## config.mk

```make
export PLATFORM = sky130hd
export DESIGN_NAME = tkh_score
export DESIGN_NICKNAME = d
export VERILOG_FILES = /design/src/rtl/tkh_pkg.sv /design/src/rtl/tkh_score.sv
export SDC_FILE = /design/constraint.sdc
export NUM_CORES = 1
export LEC_CHECK = 0
export BUFFER_PORTS_ARGS = -buffer_cell sky130_fd_sc_hd__buf_2
export CORE_MARGIN = 10
export CORE_UTILIZATION = 32
export CTS_CLUSTER_DIAMETER = 150
export DETAILED_ROUTE_END_ITERATION = 7
export PLACE_DENSITY = 0.48
export REMOVE_ABC_BUFFERS = 1
export SLEW_MARGIN = 20
export SYNTH_ARGS = -nofsm -noshare
export SYNTH_HDL_FRONTEND = slang
export SYNTH_SLANG_ARGS = --single-unit
```

## constraint.sdc

```tcl
create_clock -name clk_i -period 7.2 [get_ports clk_i]
set_input_delay 1.44 -clock clk_i [delete_from_list [all_inputs] [get_ports clk_i]]
set_output_delay 1.44 -clock clk_i [all_outputs]
set_load 0.02 [all_outputs]
```

## src/rtl/tkh_pkg.sv

```systemverilog
`timescale 1ns / 1ps
// Shared types and constants for the top-K weighted score heap.
// Depends on nothing; tkh_score and the top level import it.
package tkh_pkg;

  localparam int HEAP_DEPTH = 16;
  localparam int IDX_W      = (HEAP_DEPTH > 1) ? $clog2(HEAP_DEPTH) : 1;
  localparam int CNT_W      = $clog2(HEAP_DEPTH + 1);
  localparam int CHW        = CNT_W + 1;
  localparam int ID_W       = 16;
  localparam int CNT_IN_W   = 32;
  localparam int SCORE_W    = 38;

  typedef struct packed {
    logic [ID_W-1:0]    id;
    logic [SCORE_W-1:0] score;
  } entry_t;

  typedef enum logic [1:0] {
    MODE_INSERT = 2'd0,
    MODE_PEEK   = 2'd1,
    MODE_DUMP   = 2'd2
  } mode_e;

  typedef enum logic [2:0] {
    ST_UPDATED  = 3'd0,
    ST_ADDED    = 3'd1,
    ST_REPLACED = 3'd2,
    ST_DROPPED  = 3'd3,
    ST_PEEK     = 3'd4,
    ST_DUMP     = 3'd5,
    ST_EMPTY    = 3'd6
  } status_e;

endpackage

```

## src/rtl/tkh_score.sv

```systemverilog
`timescale 1ns / 1ps
// Weighted score unit: one shared adder accumulates the weighted counts.
// Depends on tkh_pkg.
module tkh_score (
  input  logic                            clk_i,
  input  logic                            rst_ni,
  input  logic                            start_i,
  input  logic [tkh_pkg::CNT_IN_W-1:0]    total_i,
  input  logic [tkh_pkg::CNT_IN_W-1:0]    sqli_i,
  input  logic [tkh_pkg::CNT_IN_W-1:0]    client_i,
  input  logic [tkh_pkg::CNT_IN_W-1:0]    server_i,
  output logic                            done_o,
  output logic [tkh_pkg::SCORE_W-1:0]     score_o
);
  import tkh_pkg::*;

  logic [1:0]          step_q;
  logic                done_q;
  logic [SCORE_W-1:0]  acc_q;
  logic [CNT_IN_W-1:0] sqli_q, client_q, server_q;
  logic [SCORE_W-1:0]  term;

  // One weighted term is added per cycle.
  always_comb begin
    case (step_q)
      2'd1:    term = SCORE_W'(sqli_q) * SCORE_W'(50);
      2'd2:    term = SCORE_W'(client_q) * SCORE_W'(3);
      2'd3:    term = SCORE_W'(server_q) * SCORE_W'(5);
      default: term = '0;
    endcase
  end

  always_ff @(posedge clk_i or negedge rst_ni) begin
    if (!rst_ni) begin
      step_q <= 2'd0;
      done_q <= 1'b0;
    end else begin
      done_q <= 1'b0;
      if (start_i) begin
        step_q <= 2'd1;
      end else if (step_q != 2'd0) begin
        step_q <= step_q + 2'd1;
        done_q <= (step_q == 2'd3);
      end
    end
  end

  always_ff @(posedge clk_i) begin
    if (start_i) begin
      acc_q    <= SCORE_W'(total_i);
      sqli_q   <= sqli_i;
      client_q <= client_i;
      server_q <= server_i;
    end else if (step_q != 2'd0) begin
      acc_q <= acc_q + term;
    end
  end

  assign done_o  = done_q;
  assign score_o = acc_q;

endmodule

```

==> impl_metrics.env, run 1 <==
export IMPL_status="complete, no violations"
export IMPL_cts_clk_slew_worst_paths_ns=0.06
export IMPL_cts_buffer_depth=2
export IMPL_maxSlewHeadroom_pct=49.22
export IMPL_cp_slowest_cell="fa_1"
export IMPL_min_to="score_o[37]"
export IMPL_die_area_um2=53140
export IMPL_grt_usage_pct=15.31
export IMPL_drv_cap=0
export IMPL_syn_inst=1556
export IMPL_worstSetupPathType="reg2reg"
export IMPL_synth_distinct_cells=76
export IMPL_fin_nets=2107
export IMPL_antennaDiodeCount=0
export IMPL_antenna_found_initial=0
export IMPL_drcViolationCount=0
export IMPL_grt_pass1_wl_um=64290
export IMPL_numCtsBuffers=17
export IMPL_dp_cells=2283
export IMPL_holdPathStages=2
export IMPL_detailed_place_hpwl_um=33160
export IMPL_worstMarginPinSlew_ns=0.7618
export IMPL_grt_max_degree=78
export IMPL_htree_levels=4
export IMPL_swShare_pct=49.20
export IMPL_synth_top_cell_area_share_pct=27.10
export IMPL_start_kind="flip-flop"
export IMPL_yosysWarnings=0
export IMPL_async_flop_share_pct=2.190
export IMPL_ys_seq_area_share_pct=28.48
export IMPL_hold_start="score_o[37]"
export IMPL_crit_arrival_ns=6.90
export IMPL_drive_gt1_share_pct=13.19
export IMPL_wirelength_um=40360
export IMPL_setup_tns_ns=0
export IMPL_synth_largest_area_cell="edfxtp_1"
export IMPL_cts_tree="done"
export IMPL_reg2reg_to="score_o[31]"
export IMPL_drt_iter0_markers=811
export IMPL_port_buffers=169
export IMPL_setup_viol=0
export IMPL_crit_required_ns=7.39
export IMPL_critPathTopFamily="compound AO/OA/AOI/OAI gates"
export IMPL_met1_length_um=20260
export IMPL_crit_top_cell="ha_1"
export IMPL_ios=170
export IMPL_num_vias=11736
export IMPL_clkLatencyLatePin_ns=0.48
export IMPL_period_share_pct=93.20
export IMPL_viasPerCell=5.074
export IMPL_hp_class="reg2reg"
export IMPL_dieHeight_um=230.5
export IMPL_cts_sinks=137
export IMPL_finalHoldViolCount=0
export IMPL_cts_root_buffer="clkbuf_16"
export IMPL_hold_buffers=0
export IMPL_switchingPower_uw=3293
export IMPL_synth_main_ff_cell="edfxtp_1"
export IMPL_met3WireLength_um=1535
export IMPL_netlist_area_um2=14180
export IMPL_period_needed_ns=6.711
export IMPL_crit_path_end_kind="flip-flop"
export IMPL_pwr_share_seq_pct=18.7
export IMPL_ff2ff_setup_slack_ns=0.49
export IMPL_intPower_uw=3401
export IMPL_ys_seq_elements=137
export IMPL_wire_per_inst_um=17.45
export IMPL_synth_edf_count=128
export IMPL_final_cells=2313
export IMPL_initial_core_util_pct=32.21
export IMPL_worstRegToRegCells=25
export IMPL_num_rows=77
export IMPL_critPathBufInv=2
export IMPL_seqCellArea_um2=4039
export IMPL_yosys_top_cells_count="ha_1 (236), inv_1 (177), edfxtp_1 (128)"
export IMPL_core_area_um2=44030
export IMPL_overflow=0
export IMPL_die_w_um=230.5
export IMPL_fmax_ghz=0.1490
export IMPL_r2r_start="sqli_q[6]"
export IMPL_syn_avg_cell_area_um2=9.115
export IMPL_skew_ns=0.009191
export IMPL_grt_pass1_vias=12054
export IMPL_firstDrtPassIters=7
export IMPL_crit_fanout=5
export IMPL_top_layer="met4"
export IMPL_synth_most_common_cell="ha_1"
export IMPL_rsz0062_at_grt="false"
export IMPL_peakVddDrop_mv=0.2438
export IMPL_pwr_density_cell_nw_per_um2=412.6
export IMPL_comb_power_share_pct=68.7
export IMPL_static_leakage_power_uw=0.007718
export IMPL_yosys_top_cells_area="edfxtp_1 (27%), ha_1 (21%), inv_1 (4.7%), a21oi_1 (4.2%), fa_1 (4.2%)"
export IMPL_place_congestion=0.8670
export IMPL_area_growth_pct=14.38
export IMPL_clock_power_share_pct=12.5
export IMPL_slowest_delay_ns=0.50
export IMPL_ant_nets=0
export IMPL_drv_slew=0
export IMPL_final_fill_count=4631
export IMPL_met2WireLength_um=17970
export IMPL_multiInputGateArea_um2=9316
## cell type report
type | instances | share of cell area, %
multi-input cells | 1198 | 57.43
flip-flops and latches | 137 | 24.90
repair buffers | 178 | 5.669
well taps | 592 | 4.566
inverters | 178 | 4.118
clock buffers | 18 | 2.645
clock inverters | 12 | 0.6787
## power groups by stage
stage / registers [uW] / clock network (uW) / logic, uW
6_report: 1250 / 839 / 4600
5_1_grt: 1270 / 906 / 5180
4_1_cts: 1260 / 882 / 4610
3_5_place_dp: 1270 / 0 / 4570
3_3_place_gp: 1270 / 0 / 4580
2_1_floorplan: 1340 / 0 / 3230
## worst register-to-register path, stage by stage (launching register included)
cell	delay [ns]
edfxtp_1	0.47
ha_1	0.32
ha_1	0.27
inv_1	0.05
fa_1	0.50
inv_1	0.04
ha_1	0.32
or2_2	0.32
a311o_1	0.39
o211a_1	0.17
o2111a_1	0.28
or2_1	0.26
a21boi_1	0.19
xnor2_1	0.11
a222oi_1	0.37
nor2_1	0.11
ha_1	0.36
a21o_1	0.23
a31oi_1	0.18
nand2_1	0.06
or4_1	0.43
a31oi_1	0.33
o21bai_1	0.13
a31oi_1	0.23
xor2_1	0.19
o21ai_0	0.09
## layout by cell type (no fill, tap or decap), drive strengths merged, types with 37 or more instances in the layout
cell	count
a21o	73
a21oi	122
buf	178
edfxtp	128
ha	236
inv	177
nand2	114
nor2	104
o21ai	96
xnor2	65
xor2	37
## flip-flops by register name, indices dropped and copies added, names as in the netlist
register  cells
done_o        1
client_q     32
step_q        2
server_q     32
sqli_q       32
score_o      38
## per-stage QoR
step / util (%) / hold slack, ns / instance area (um^2) / power, uW / setup WS, ns
2_1_floorplan: - / 0.5451 / 14020 / 4576 / 1.168
3_3_place_gp: 35.61 / 0.4884 / 15680 / 5853 / 0.6322
3_5_place_dp: 35.61 / 0.5016 / 15680 / 5842 / 0.5286
4_1_cts: 36.84 / 0.5128 / 16220 / 6751 / 0.4989
5_1_grt: 36.85 / 0.5500 / 16220 / 7359 / 0.06521
6_report: 36.85 / 0.4984 / 16220 / 6694 / 0.4894
## repair_timing
item | in CTS | in global routing
resized for setup | 0 | 1
setup endpoints to repair | 0 | 1
setup buffers | 0 | 0
## kinds of logic after synthesis
family	share of synthesized area, %
AOI/OAI and AO/OA	22.02
and+or+nand+nor	11.70
adders and majority gates	25.05
buffers and inverters	5.866
DFF	28.48
xor gates and xnor gates	6.299
muxes	0.5910
## worst max-delay path by stage
| stage | end | depth (start not counted) | from |
|---|---|---|---|
| floorplan | score_o[31] | 25 | sqli_q[7] |
| global placement | score_o[37] | 27 | sqli_q[6] |
| detailed placement | score_o[37] | 27 | sqli_q[16] |
| CTS | score_o[37] | 27 | sqli_q[16] |
| global route | score_o[31] | 25 | sqli_q[6] |
| finish | score_o[31] | 25 | sqli_q[6] |
## metal layers
layer / GRT usage, % / vias up
li1: - / 5996
met1: 20.81 / 5517
met2: 23.97 / 195
met3: 3.385 / 28
met4: 4.337 / 0
met5: 0 / -
Note: power is estimated with default switching activity, not from simulation.
==> run 2, diff against run 1 <==
--- a/config.mk
+++ b/config.mk
@@ -6,6 +6,7 @@
 export NUM_CORES = 1
 export LEC_CHECK = 0
 export BUFFER_PORTS_ARGS = -buffer_cell sky130_fd_sc_hd__buf_2
+export CORE_ASPECT_RATIO = 0.5
 export CORE_MARGIN = 10
 export CORE_UTILIZATION = 32
 export CTS_CLUSTER_DIAMETER = 150
==> run 2 against run 1 <==
Effect of this change:
- global-route usage decreased by 1.0 points
- worst setup slack better by 0.015 ns
- sequential share of layout area decreased by 0.13 points
- flip-flop and latch count unchanged
- die area rose by 0.96%
- register-to-register slack gained 0.02 ns
- clock-buffer cell count unchanged
- utilization up 0.52 points
- critical path type unchanged
==> impl_metrics.env, run 2 (synthesized netlist as in run 1, its figures left out) <==
export IMPL_final_cells=2314
export IMPL_pwr_density_cell_nw_per_um2=410.5
export IMPL_critPathTopFamily="simple AND/OR/NAND/NOR gates"
export IMPL_finalHoldViolCount=0
export IMPL_cts_clk_slew_worst_paths_ns=0.06
export IMPL_status="complete, no violations"
export IMPL_holdPathStages=2
export IMPL_worstSetupPathType="reg2reg"
export IMPL_dpl_cell_area_um2=15700
export IMPL_wire_per_inst_um=16.69
export IMPL_grt_max_degree=65
export IMPL_overflow=0
export IMPL_cts_sinks=137
export IMPL_start_kind="flip-flop"
export IMPL_skew_ns=0.01012
export IMPL_ant_nets=0
export IMPL_crit_path_end_kind="flip-flop"
export IMPL_reg2reg_to="score_o[37]"
export IMPL_slowest_delay_ns=0.50
export IMPL_drcViolationCount=0
export IMPL_drive_gt1_share_pct=13.73
export IMPL_dp_cells=2282
export IMPL_clkLatencyLatePin_ns=0.45
export IMPL_finalInstanceArea_um2=16310
export IMPL_hp_class="reg2reg"
export IMPL_static_leakage_power_uw=0.007762
export IMPL_num_vias=11696
export IMPL_dieHeight_um=168.9
export IMPL_num_rows=54
export IMPL_grt_pass1_vias=11770
export IMPL_crit_fanout=5
export IMPL_crit_required_ns=7.57
export IMPL_initial_core_util_pct=32.50
export IMPL_worstMarginPinSlew_ns=0.9245
export IMPL_grt_pass1_wl_um=62760
export IMPL_cp_slowest_cell="fa_1"
export IMPL_hold_buffers=0
export IMPL_numCtsBuffers=17
export IMPL_ios=170
export IMPL_worstRegToRegCells=25
export IMPL_viasPerCell=5.054
export IMPL_port_buffers=169
export IMPL_post_route_util_pct=37.37
export IMPL_antennaDiodeCount=0
export IMPL_min_to="score_o[37]"
export IMPL_firstDrtPassIters=5
export IMPL_fin_nets=2110
export IMPL_rsz0062_at_grt="false"
export IMPL_fmax_ghz=0.1494
export IMPL_ff2ff_setup_slack_ns=0.50
export IMPL_setup_viol=0
export IMPL_crit_arrival_ns=7.07
export IMPL_crit_cells=25
export IMPL_cts_tree="done"
export IMPL_htree_levels=4
export IMPL_peakVddDrop_mv=0.2045
export IMPL_drt_iter0_markers=757
export IMPL_period_share_pct=92.99
export IMPL_period_needed_ns=6.695
export IMPL_die_area_um2=53660
export IMPL_maxSlewHeadroom_pct=38.37
export IMPL_cts_root_buffer="clkbuf_16"
export IMPL_antenna_found_initial=0
export IMPL_cts_buffer_depth=2
export IMPL_core_area_um2=43650
export IMPL_r2r_start="sqli_q[7]"
export IMPL_largest_reg_flops=38
export IMPL_grt_usage_pct=14.27
export IMPL_place_congestion=0.8383
export IMPL_drv_slew=0
export IMPL_drv_cap=0
export IMPL_detailed_place_hpwl_um=31610
export IMPL_die_w_um=317.7
export IMPL_hold_start="score_o[37]"
export IMPL_area_growth_pct=14.99
export IMPL_wirelength_um=38630
export IMPL_setup_tns_ns=0
export IMPL_crit_top_cell="ha_1"
export IMPL_final_common_cell="ha_1"
export IMPL_final_cell_mix="ha_1 (236), inv_1 (177), buf_2 (168)"
export IMPL_critPathBufInv=2
## run 2: worst register-to-register path, delay by kind of cell, from the launching register on
family	cells	cell delay, ns
compound gates	8	1.88
buf+inv	2	0.09
simple gates	9	2.29
flops	1	0.43
fa+ha+maj	5	1.83
xor+xnor	1	0.10
## run 2: how the worst max path moves through the flow
stage                  endpoint  slack [ns]  startpoint
finish              score_o[37]        0.50   sqli_q[7]
global placement    score_o[31]        0.63   sqli_q[6]
detailed placement  score_o[31]        0.52   sqli_q[6]
CTS                 score_o[31]        0.47   sqli_q[7]
floorplan           score_o[31]        1.17   sqli_q[7]
global route        score_o[31]        0.06   sqli_q[7]
## run 2: final cells by class
type / count / area (um^2)
Fill cell: 4619 / 27340
Multi-Input combinational cell: 1198 / 9323
Sequential cell: 137 / 4039
Timing Repair Buffer: 181 / 942.2
Tap cell: 588 / 735.7
Inverter: 178 / 668.1
Clock buffer: 18 / 429.2
Clock inverter: 14 / 172.7
## run 2: timing repair
action	in CTS	in global routing
resized for setup	0	2
endpoints found under the setup margin	0	2
setup buffers	0	0
## run 2: metal layers
layer | wire (um) | vias up | GRT usage [%]
met3 | 1158 | 25 | 2.221
met2 | 17940 | 155 | 23.73
li1 | - | 6013 | -
met4 | 404 | 0 | 3.152
met1 | 19130 | 5503 | 19.30
met5 | 0 | - | 0
## run 2: per-stage QoR
stage | power [uW] | worst slack (ns) | hold slack, ns
floorplan | 4576 | 1.168 | 0.5451
global placement | 5780 | 0.6279 | 0.4712
detailed placement | 5759 | 0.5250 | 0.4732
CTS | 6737 | 0.4698 | 0.4835
global route | 7362 | 0.06031 | 0.5262
finish | 6695 | 0.5048 | 0.4842
## run 2: power breakdown
part	leakage (uW)	switching (uW)	internal, uW
Sequential	0.00137	123	1110
Combinational	0.00610	2720	1810
Clock	0.000291	385	546
Total	0.00776	3230	3460
