`src/rtl/tkh_ram.sv`:
```
`timescale 1ns / 1ps
// Generic single-write, single-read RAM with a registered read port.
// Depends on nothing.
module tkh_ram #(
  parameter int WIDTH = 8,
  parameter int DEPTH = 16,
  parameter int AW    = (DEPTH > 1) ? $clog2(DEPTH) : 1
) (
  input  logic             clk_i,
  input  logic             we_i,
  input  logic [AW-1:0]    waddr_i,
  input  logic [WIDTH-1:0] wdata_i,
  input  logic [AW-1:0]    raddr_i,
  output logic [WIDTH-1:0] rdata_o
);

  logic [WIDTH-1:0] mem [DEPTH];
  logic [WIDTH-1:0] rdata_q;

  always_ff @(posedge clk_i) begin
    if (we_i) begin
      mem[waddr_i] <= wdata_i;
    end
    rdata_q <= mem[raddr_i];
  end

  assign rdata_o = rdata_q;

endmodule

```
`config.mk`:
```
export PLATFORM = sky130hd
export DESIGN_NAME = tkh_ram
export DESIGN_NICKNAME = d
export VERILOG_FILES = /design/src/rtl/tkh_ram.sv
export SDC_FILE = /design/constraint.sdc
export NUM_CORES = 1
export LEC_CHECK = 0
export BUFFER_PORTS_ARGS = -buffer_cell sky130_fd_sc_hd__buf_2
export CAP_MARGIN = 15
export CORE_MARGIN = 8
export CORE_UTILIZATION = 35
export DETAILED_ROUTE_END_ITERATION = 7
export PLACE_DENSITY = 0.58
export SLEW_MARGIN = 20
export SYNTH_ARGS = -nofsm -noshare
export SYNTH_HDL_FRONTEND = slang
export SYNTH_SLANG_ARGS = --single-unit
```
`constraint.sdc`:
```
create_clock -name clk_i -period 4.65 [get_ports clk_i]
set_input_delay 0.465 -clock clk_i [delete_from_list [all_inputs] [get_ports clk_i]]
set_output_delay 0.465 -clock clk_i [all_outputs]
set_load 0.005 [all_outputs]
```
==> results.md, run 1 <==
- The flow ran to the end, and the final reports show no timing, DRC or antenna violations.
- The mean instance size in the synthesized netlist is 22.48 um2.
- The count of endpoints failing hold in the final timing report is 0.
- 26 I/O pins were placed.
- Setup violations remaining at the end of the flow were counted as 0.
- The cell row count is 44.
- The commonest non-fill, non-tap cell in the layout is edfxtp_1.
- The first global-routing pass estimated 15350 um of wire.
- The final-report max-slew violation count is 0.
- In the final layout, the share of cells above drive strength 1 is 27.24%.
- The worst reg-to-reg path cell count is 3.
- In the synthesized netlist, the number of instances is 229.
- After synthesis, the share of cell area in mux cells is 15.02%.
- Summed over all layers, the routed wires come to 9834 um.
- The worst setup path is launched from a primary input.
- The pin count of the biggest net entering global routing is 33.
- The total of max-cap violations is 0.
- The number of register bits inferred by synthesis is 136.
- The critical path capture point type is a register.
- Based on the critical path, the design can be clocked at up to 559.4 MHz.
- Once the clock tree was built, the resizer swapped 0 gates to a different size.
- The area fraction in compound gates after synthesis is 2.333%.
- The number of cells traversed by the worst hold path is 1.
- Before antenna repair, the detailed router went through 4 iterations.
- The synthesis-to-layout area growth is 17.65%.
- The ratio of total power to cell area is 473.7 nW/um2.
- The standby leakage power is 1.997 nW.
- Leaving out fill and tap cells, the most frequent cells in the layout are edfxtp_1, buf_2, mux4_2, clkbuf_16, a22oi_1.
- The overall die area is 18840 um2.
- The post-layout net count is 284.
- The sequential share of the synthesized area is 77.78%.
- The count of cells in the finished layout, fillers not included, comes to 463.
- The fill cell instance count of the final layout is 1253.
- Of the total synthesized cell area, the portion taken by XOR and XNOR cells is 0%.
- The number of cells after detailed placement is 431.
- The cell sitting at the root of the clock tree is a clkbuf_16.
- Setup repair after global routing left no endpoint under its margin.
- The setup fix buffers added after clock tree synthesis is 0.
- The required time of the critical path is 4670 ps.
- The clock period minus worst slack is 1787 ps.
- Overall power consumption after layout is estimated at 2.868 mW.
- The netlist uses 19 different library cells.
- The number of clock sinks is 136.
- Global routing used 11.53% of the available tracks across all layers.
- The floorplan core area is 14480 um2.
- The initial DRC count is 228.
- Headroom to the max-slew limit came out at 35.81%.
- The horizontal die dimension is 137.3 um.
- The via count of the first global-routing pass is 2548.
- The adder-cell share of the synthesized area is 0%.
- For this block, the via count after detailed routing is 2358.
- The quantity of hold-fixing buffers added after cts is 0.
- The minimum hold slack is 438.5 ps.
- The antenna diode count is 0.
- The number of warnings printed during yosys synthesis is 0.
- At the pin with the least slew margin, the transition time is 959.3 ps.
- The arrival time of data at the critical path endpoint is 1810 ps.
- The final critical-path share of the clock period is 38.44%.
- In this run the worst path has a maximum fanout of 8.
- By area, the combinational part of the netlist is dominated by multiplexers.
- Counting every net in the synthesized netlist gives 247.
- The HPWL after detailed placement is 6100 um.
- The final design utilization is 41.83%.
- The worst min-delay path category is primary input to register.
- The clock-pin slew reported for the worst setup and hold paths after clock tree synthesis is 60 ps.
- The wire length per cell after detailed routing is 21.24 um.
- From bottom edge to top edge, the die measures 137.3 um.
- The setup total negative slack is 0 ps.
- The cell area that synthesis handed to floorplanning was 5147 um2.
- The maximum root-to-sink buffer count is 2.
- TritonCTS built the clock tree.
- The quantity of I/O buffers inserted on ports is 25.
- The number of antenna violations at the first check in global routing is 1.
- Counting the buffers created by CTS gives 17.
- For the worst-skew pair, the clock arrives at the later sink with an insertion delay of 410 ps.
- Across the routed clock network, the largest skew measured is 7.469 ps.
- The H-tree depth is 4.
- The worst setup path is of the primary input to register kind.
- The worst-case IR drop observed on VDD is 341.6 uV.
- In this run the remaining antenna-violating nets after routing total 0.
- After detailed routing, the number of vias per cell comes to 5.093.
- At the end of routability-driven placement, the weighted congestion stood at 0.6971.
- The overflow left after global routing is 0.
- The post-synthesis share of cell area spent on and, or, nand and nor gates is 3.184%.
- The starting density of the core is 35.55%.
- The number of remaining DRC errors is 0.
==> kinds of logic (layout without fill, tap and decap cells) <==
logic type,count (synthesis),after routing
buffers and inverters,10,60
AND/OR/NAND/NOR,35,35
AO/OA/AOI/OAI,16,16
flip-flops,136,136
multiplexers,32,32
==> layout make-up <==
class                           count  area, um2  area share [%]
Tap cell                          184      230.2           3.802
Sequential cell                   136       4004           66.12
Clock buffer                       17      425.4           7.025
Multi-Input combinational cell     83       1062           17.54
Timing Repair Buffer               28      150.1           2.479
Clock inverter                     15      183.9           3.037
==> worst paths after layout <==
check,from,endpoint,slack (ps)
worst min register to register,mem[14][3],rdata_o[3],670
worst max register to register,mem[9][2],rdata_o[2],3280
worst max-delay path,waddr_i[2],mem[3][2],2860
worst min-delay path,wdata_i[1],mem[14][1],440
==> routing by layer <==
metal	vias up	share of wire (%)	track usage, %
met3	10	5.4	3.939
met1	1244	46	15.11
met4	2	1.2	4.647
met5	-	0.10	0
li1	1045	-	-
met2	57	47	17.27
==> synthesized netlist by cell type <==
cell type,instances,area (um2)
clkdlybuf4s25_2,3,30.03
nand3b_1,2,15.01
edfxtp_1,128,3844
nor2b_1,1,6.260
mux4_1,14,367.9
nor3_1,4,20.02
buf_6,3,33.78
nand2b_1,2,12.51
and2_1,1,6.260
buf_4,1,7.510
a22oi_1,16,120.1
nand3_1,1,5.000
nand2_1,9,33.78
or3b_2,1,8.760
buf_2,3,15.01
nor2_1,13,48.80
and2b_1,1,7.510
mux4_2,18,405.4
dfxtp_1,8,160.2
==> power breakdown <==
part	leakage, nW	switching, mW	internal, mW	total (mW)
registers	1.22	0.00800	1.37	1.38
clock network	0.285	0.484	0.887	1.37
logic	0.488	0.0693	0.0493	0.119
total	2.00	0.561	2.31	2.87
==> worst max-delay path, cell delays in order <==
cell	delay [ps]
buf_2	110
or3b_2	520
nor2_1	710
==> stage by stage <==
stage | instance area (um2) | setup WS, ps
after CTS | 6053 | 2486
after global routing | 6056 | 2794
after detailed placement | 5444 | 2060
after floorplan | 5147 | 2692
after global placement | 5439 | 2081
final | 6056 | 2863
==> sequential cells by signal, indices dropped and copies added, names as in the netlist <==
name     flops
mem        128
rdata_o      8
Note: power is estimated with default switching activity, not from simulation.
==> inputs of run 2 (changes only) <==
clock period = 1.8 ns   (was 4.65 ns; I/O delays follow)
==> run 2 against run 1 <==
  * Flip-flop and latch count did not move
  * Hold slack worse by 290 ps
  * Via count up 2.1%
  * Design area grew 2.4%
  * Clock power grew 150%
  * Critical path depth stayed put
  * Wire length grew 2.1%
  * Critical path type is now register to register
  * Critical endpoint is now rdata_o[0]
  * Largest power group unchanged
  * Highest routed layer is now met4
==> results.md, run 2 (synthesis results as in run 1) <==
- The routed layout has 2408 vias.
- The maximum root-to-sink buffer count is 2.
- The ratio of total power to cell area is 1170 nW/um2.
- Setup total negative slack on the finished layout was measured at 0 ps.
- Final hold analysis gives a worst-case slack of 145.3 ps.
- The slowest cell on the critical path is mux4_1.
- The maximum clock skew at final layout is 9.333 ps.
- The worst pin sits at a relative slew slack of 68.49%.
- After detailed placement, the design holds a cell count of 450.
- The horizontal die dimension is 137.3 um.
- The worst path uses 75.97% of the clock period.
- Using the TritonRoute via totals, the vias-per-cell ratio works out to 4.996.
- The routed design has 10040 um of wire.
- The clock period minus worst slack is 1367 ps.
- The transition time at the pin with the least slew margin is 472.6 ps.
- Clock-pin slew was measured on the worst setup and hold paths at 60 ps.
- The final-report max-slew violation count is 0.
- The required time of the critical path is 2090 ps.
- The die boundary height is 137.3 um.
- The insertion delay to the later sink of the worst-skew pair is 410 ps.
- Once detail routing completed, the nets flagged for antenna violations numbered 0.
- The floorplan core area is 14480 um2.
- Fill cells in the final layout number 1252.
- The via count of the first global-routing pass is 2651.
- The half-perimeter wire length after placement is 6506 um.
- The post-layout net count is 303.
- IR analysis of the VDD net gives a maximum drop of 716.7 uV.
- Setup repair after global routing left no endpoint under its margin.
- The critical path startpoint category is a register.
- The count of endpoints failing hold in the final timing report was 0.
- The worst setup path is of the register to register kind.
- The flow ran to the end, and the final reports show no timing, DRC or antenna violations.
- Cells with a size suffix above 1 make up 32.55% of the layout.
- The critical path capture point type is a register.
- In the routed design, unresolved DRC markers number 0.
- The tree is rooted in a clkbuf_16.
- The signal on the critical path passes through mux4_1, a22oi_1, nand2_1.
- Buffers placed on the I/O ports in this run total 25.
- In this run, CTS created clock tree buffers numbering 17.
- Once the floorplan was initialized, standard cells occupied 35.55% of the core.
- Once routing completed, OpenROAD measured the worst setup slack at 432.6 ps.
- The total of max-cap violations is 0.
- The register with the most flip-flops in the layout has 128 of them.
- The pin count of the biggest net entering global routing is 19.
- The fmax is 731.3 MHz.
- The peak fanout along the critical path is 1.
- In the layout the commonest cells are edfxtp_1, buf_2, buf_4, mux4_2, clkbuf_16.
- The first detailed-routing pass took 4 iterations.
- The first global-routing pass estimated 15720 um of wire.
- Global routing used 11.61% of the available tracks across all layers.
- In this design, the stage delay of the slowest critical-path cell is 520 ps.
- For the worst setup path, the data arrival time is 1660 ps.
- The worst min-delay path category is primary input to register.
- The wire length per cell after detailed routing is 20.82 um.
- The die covers 18840 um2.
- The standby leakage power is 2.110 nW.
- The library cell used most frequently in the layout, excluding fill and tap cells, is edfxtp_1.
- The H-tree depth is 4.
- Prior to clock tree synthesis, the placed netlist has a worst setup slack of 83.88 ps.
- The number of antenna violations at the first check in global routing is 0.
- After clock tree synthesis, the setup repair step added 0 buffers.
- Setup violations remaining at the end of the flow were counted as 0.
- Buffers inserted to repair hold after CTS numbered 0.
- The synthesis-to-layout area growth is 20.49%.
- Clock tree synthesis found a total of 136 sinks.
- The repair_antennas step left the layout with diodes totalling 0.
- At the end of routability-driven placement, the weighted congestion stood at 0.7281.
- The final standard cell count with taps included and fillers excluded is 482.
- The number of resized instances in the post-cts repair step is 0.
- TritonCTS built the clock tree.
- mem holds more flip-flops than any other register.
- The number of primary I/O pins is 26.
- The initial DRC count is 247.
- Global routing finished with a remaining overflow of 0.
- The total power is 7.254 mW.
- The cell row count is 44.
run 2: cell count changes in the layout (fill, tap and decap cells not counted), sizes merged:
cell / delta
buf: +19
clkbuf: +3
bufinv: -2
clkinvlp: -2
inv: +1
run 2: worst paths after layout:
kind	start	to	slack, ps	depth (start not counted)
worst min register to register	mem[14][4]	rdata_o[4]	670	3
worst min-delay path	wdata_i[4]	mem[5][4]	150	1
worst max register to register	mem[1][0]	rdata_o[0]	430	3
worst max-delay path	mem[1][0]	rdata_o[0]	430	3
run 2: where the power goes:
part / total (mW) / internal, mW / switching [mW]
clock: 3.36 / 2.11 / 1.25
combinational: 0.330 / 0.149 / 0.181
sequential: 3.57 / 3.54 / 0.0248
total: 7.25 / 5.80 / 1.46
run 2: cell type report:
type,count,area [um2],share of cell area [%]
Clock buffer,20,456.7,7.363
Clock inverter,12,126.4,2.038
Multi-Input combinational cell,83,1057,17.05
Sequential cell,136,4004,64.56
Tap cell,184,230.2,3.712
Timing Repair Buffer,47,327.8,5.285
run 2: metal layers:
| metal | GRT usage (%) | part of all wire [%] |
|---|---|---|
| met5 | 0 | 0 |
| met3 | 4.012 | 6.9 |
| met2 | 17.65 | 46 |
| met1 | 15.22 | 46 |
| met4 | 3.983 | 0.88 |
run 2: metrics by stage:
step / area [um2] / util, %
2_1_floorplan: 5147 / -
3_3_place_gp: 5619 / 38.81
3_5_place_dp: 5619 / 38.81
4_1_cts: 6202 / 42.84
5_1_grt: 6202 / 42.84
6_report: 6202 / 42.84
run 2: critical path, delay by kind of cell, from the launching register on:
family / cells / cell delay [ps]
mux: 1 / 520
flops: 1 / 370
compound gates: 1 / 290
simple gates: 1 / 80
==> inputs of run 3 (changes only) <==
PLACE_DENSITY = 0.6   (was 0.58)
clock period = 1.2 ns   (was 1.8 ns; I/O delays follow)
==> run 3 against run 2 <==
  * The flow now finishes with violations (negative setup slack)
  * Global-route usage grew 0.50 points
  * Core utilization grew 1.6 points
  * Total power up 52%
  * Die area is the same
  * First-iteration DRC count shrank 38%
  * Hold slack worse by 61 ps
  * Clock skew decreased by 5.6 ps
  * Register-to-register slack worse by 480 ps
  * Design area up 3.7%
  * Wire length rose by 3.1%
  * Critical path depth unchanged
  * Cell count grew 2.7%
==> results.md, run 3 (synthesis results as in run 1) <==
- The run finished, with violations left.
- The final reports fail on negative setup slack.
- The horizontal die dimension is 137.3 um.
- The antenna diode count is 0.
- The wire length of the first global-routing pass is 16200 um.
- Adding up every negative setup slack in the final design gives -219.6 ps.
- The half-perimeter wire length after placement is 6879 um.
- The first-pass iteration count of the detailed router is 4.
- The global-route usage over all layers is 12.11%.
- Setup repair after global routing could not meet its margin everywhere.
- From synthesis to final layout, the design area changed by 24.94%.
- The slowest stage of the critical path is the mux4_2 cell.
- The critical path depth in cells is 3.
- The final setup slack of the worst path is -47.32 ps.
- Leaving out fill and tap cells, the most frequent cells in the layout are edfxtp_1, mux4_2, buf_2, buf_4, clkbuf_16.
- For this run, the post-layout net count is 316.
- From bottom edge to top edge, the die measures 137.3 um.
- The analysis attributes to cell leakage a power of 2.162 nW.
- Power spread over the standard cell area amounts to 1710 nW/um2.
- The final-report max-slew violation count came to 0.
- Data on the critical path is required at its endpoint by 1500 ps.
- TritonCTS built the clock tree.
- The clock-pin slew reported for the worst setup and hold paths after clock tree synthesis is 60 ps.
- The cell sitting at the root of the clock tree is a clkbuf_16.
- The worst IR drop on VDD is 1145 uV.
- The total of max-cap violations is 0.
- For this run, design rule violations remaining after detail routing come to 0.
- The H-tree depth is 4.
- The startpoint-to-endpoint class of the critical path is register to register.
- The register with the most flip-flops in the layout has 128 of them.
- For this design, the sink count on the clock tree is 136.
- The total buffers and inverters traversed by the critical path is 0.
- The number of antenna violations at the first check in global routing is 2.
- The stage delay of the slowest cell on the critical path is 480 ps.
- The overflow left after global routing is 0.
- The cell family contributing the most delay on the critical path is multiplexers.
- The number of endpoints failing setup at the final stage is 8.
- The minimum hold slack is 83.83 ps.
- The overall die area is 18840 um2.
- Timing would allow up to 801.7 MHz.
- The placer's final routability congestion estimate is 0.7050.
- The number of cells after detailed placement is 463.
- The starting density of the core is 35.55%.
- The maximum root-to-sink buffer count is 2.
- After detailed routing, the number of vias per cell comes to 5.071.
- Entering global routing, the biggest net connects 17 pins.
- The via count of the first global-routing pass was 2718.
- The number of primary I/O pins is 26.
- The critical path goes through mux4_2, a22oi_2, nand2_1.
- More flip-flops sit in one register than any other, and that register is mem.
- The maximum clock skew at final layout is 3.708 ps.
- The insertion delay to the later sink of the worst-skew pair is 410 ps.
- The final critical-path share of the clock period is 103.9%.
- The final standard cell count with taps included and fillers excluded is 495.
- The wire length per cell after detailed routing is 20.92 um.
- Counting instances, the worst hold path has a depth of 1.
- Power comes to 10.99 mW.
- At the worst endpoint, the arrival time is 1540 ps.
- The via count is 2510.
- The worst setup path is captured at a register.
- The count of endpoints failing hold in the final timing report is 0.
- The post-route netlist has 44.05% of its cells at a drive strength greater than 1.
- Wires add up to 10350 um.
- The min-delay analysis places its worst path in the category primary input to register.
- The worst reg-to-reg path cell count is 3.
- The remaining antenna violation count is 0.
- The peak fanout along the critical path is 1.
- Input and output buffers added on the ports amount to 25.
- Counting I/O delays and the setup requirement, the final critical path takes 1247 ps.
- The number of setup buffers added after CTS is 0.
- After floorplanning, the core was sized to cover 14480 um2.
- The initial DRC count is 153.
- The tightest slew margin relative to the limit is 37.81%.
- The commonest non-fill, non-tap cell in the layout is edfxtp_1.
- The critical path startpoint category is a register.
- Timing analysis after detailed placement gives a worst setup slack of -382.4 ps.
- The initialized floorplan defines 44 standard-cell rows.
- The number of CTS-inserted buffers is 17.
- The transition time at the pin with the least slew margin is 929.4 ps.
run 3: changes by cell type in the layout (fill, tap and decap cells not counted), moves of 6 or more:
cell / before / now
a22oi_2: 0 / 8
buf_4: 19 / 25
mux4_1: 14 / 3
buf_12: 3 / 10
mux4_2: 18 / 29
a22oi_1: 16 / 8
run 3: worst register-to-register path, delay by kind of cell (launching register included):
kind / cells / cell delay [ps]
multiplexers: 1 / 480
AO/OA/AOI/OAI: 1 / 210
AND/OR/NAND/NOR: 1 / 70
flip-flops: 1 / 370
run 3: power breakdown:
| part | internal [mW] | switching [mW] |
|---|---|---|
| clock network | 3.21 | 1.86 |
| registers | 5.31 | 0.0368 |
| logic | 0.281 | 0.297 |
run 3: layer usage:
layer  routed length, um  part of all wire (%)  up-vias  GRT usage, %
li1                    -                     -     1101             -
met1                4740                    46     1335         15.15
met2                4980                    48       53         19.19
met3                 469                   4.5       17         4.158
met4                 145                   1.4        4         4.345
met5                  18                  0.17        -             0
run 3: final cells by class:
type	count	area, um2
well taps	184	230.2
clock inverters	12	125.1
fillers	1216	8048
flip-flops and latches	136	4004
multi-input cells	83	1092
repair buffers	60	513.0
clock buffers	20	466.7
run 3: stage by stage:
stage | instance area (um2) | utilization [%]
finish | 6431 | 44.42
global route | 6431 | 44.42
CTS | 6431 | 44.42
detailed placement | 5826 | 40.24
global placement | 5826 | 40.24
floorplan | 5187 | -
run 3: final timing paths:
| path | startpoint | end | slack, ps |
|---|---|---|---|
| worst min register to register | mem[14][1] | rdata_o[1] | 680 |
| worst min-delay path | wdata_i[4] | mem[5][4] | 80 |
| worst max register to register | mem[9][5] | rdata_o[5] | -50 |
| worst max-delay path | mem[9][5] | rdata_o[5] | -50 |
run 3: timing repair:
action                                  CTS  global route
hold buffers                              0             0
endpoints found under the setup margin    8             8
pin swaps                                 9             1
hold endpoints to repair                  0             0
gates resized for setup                  15             0
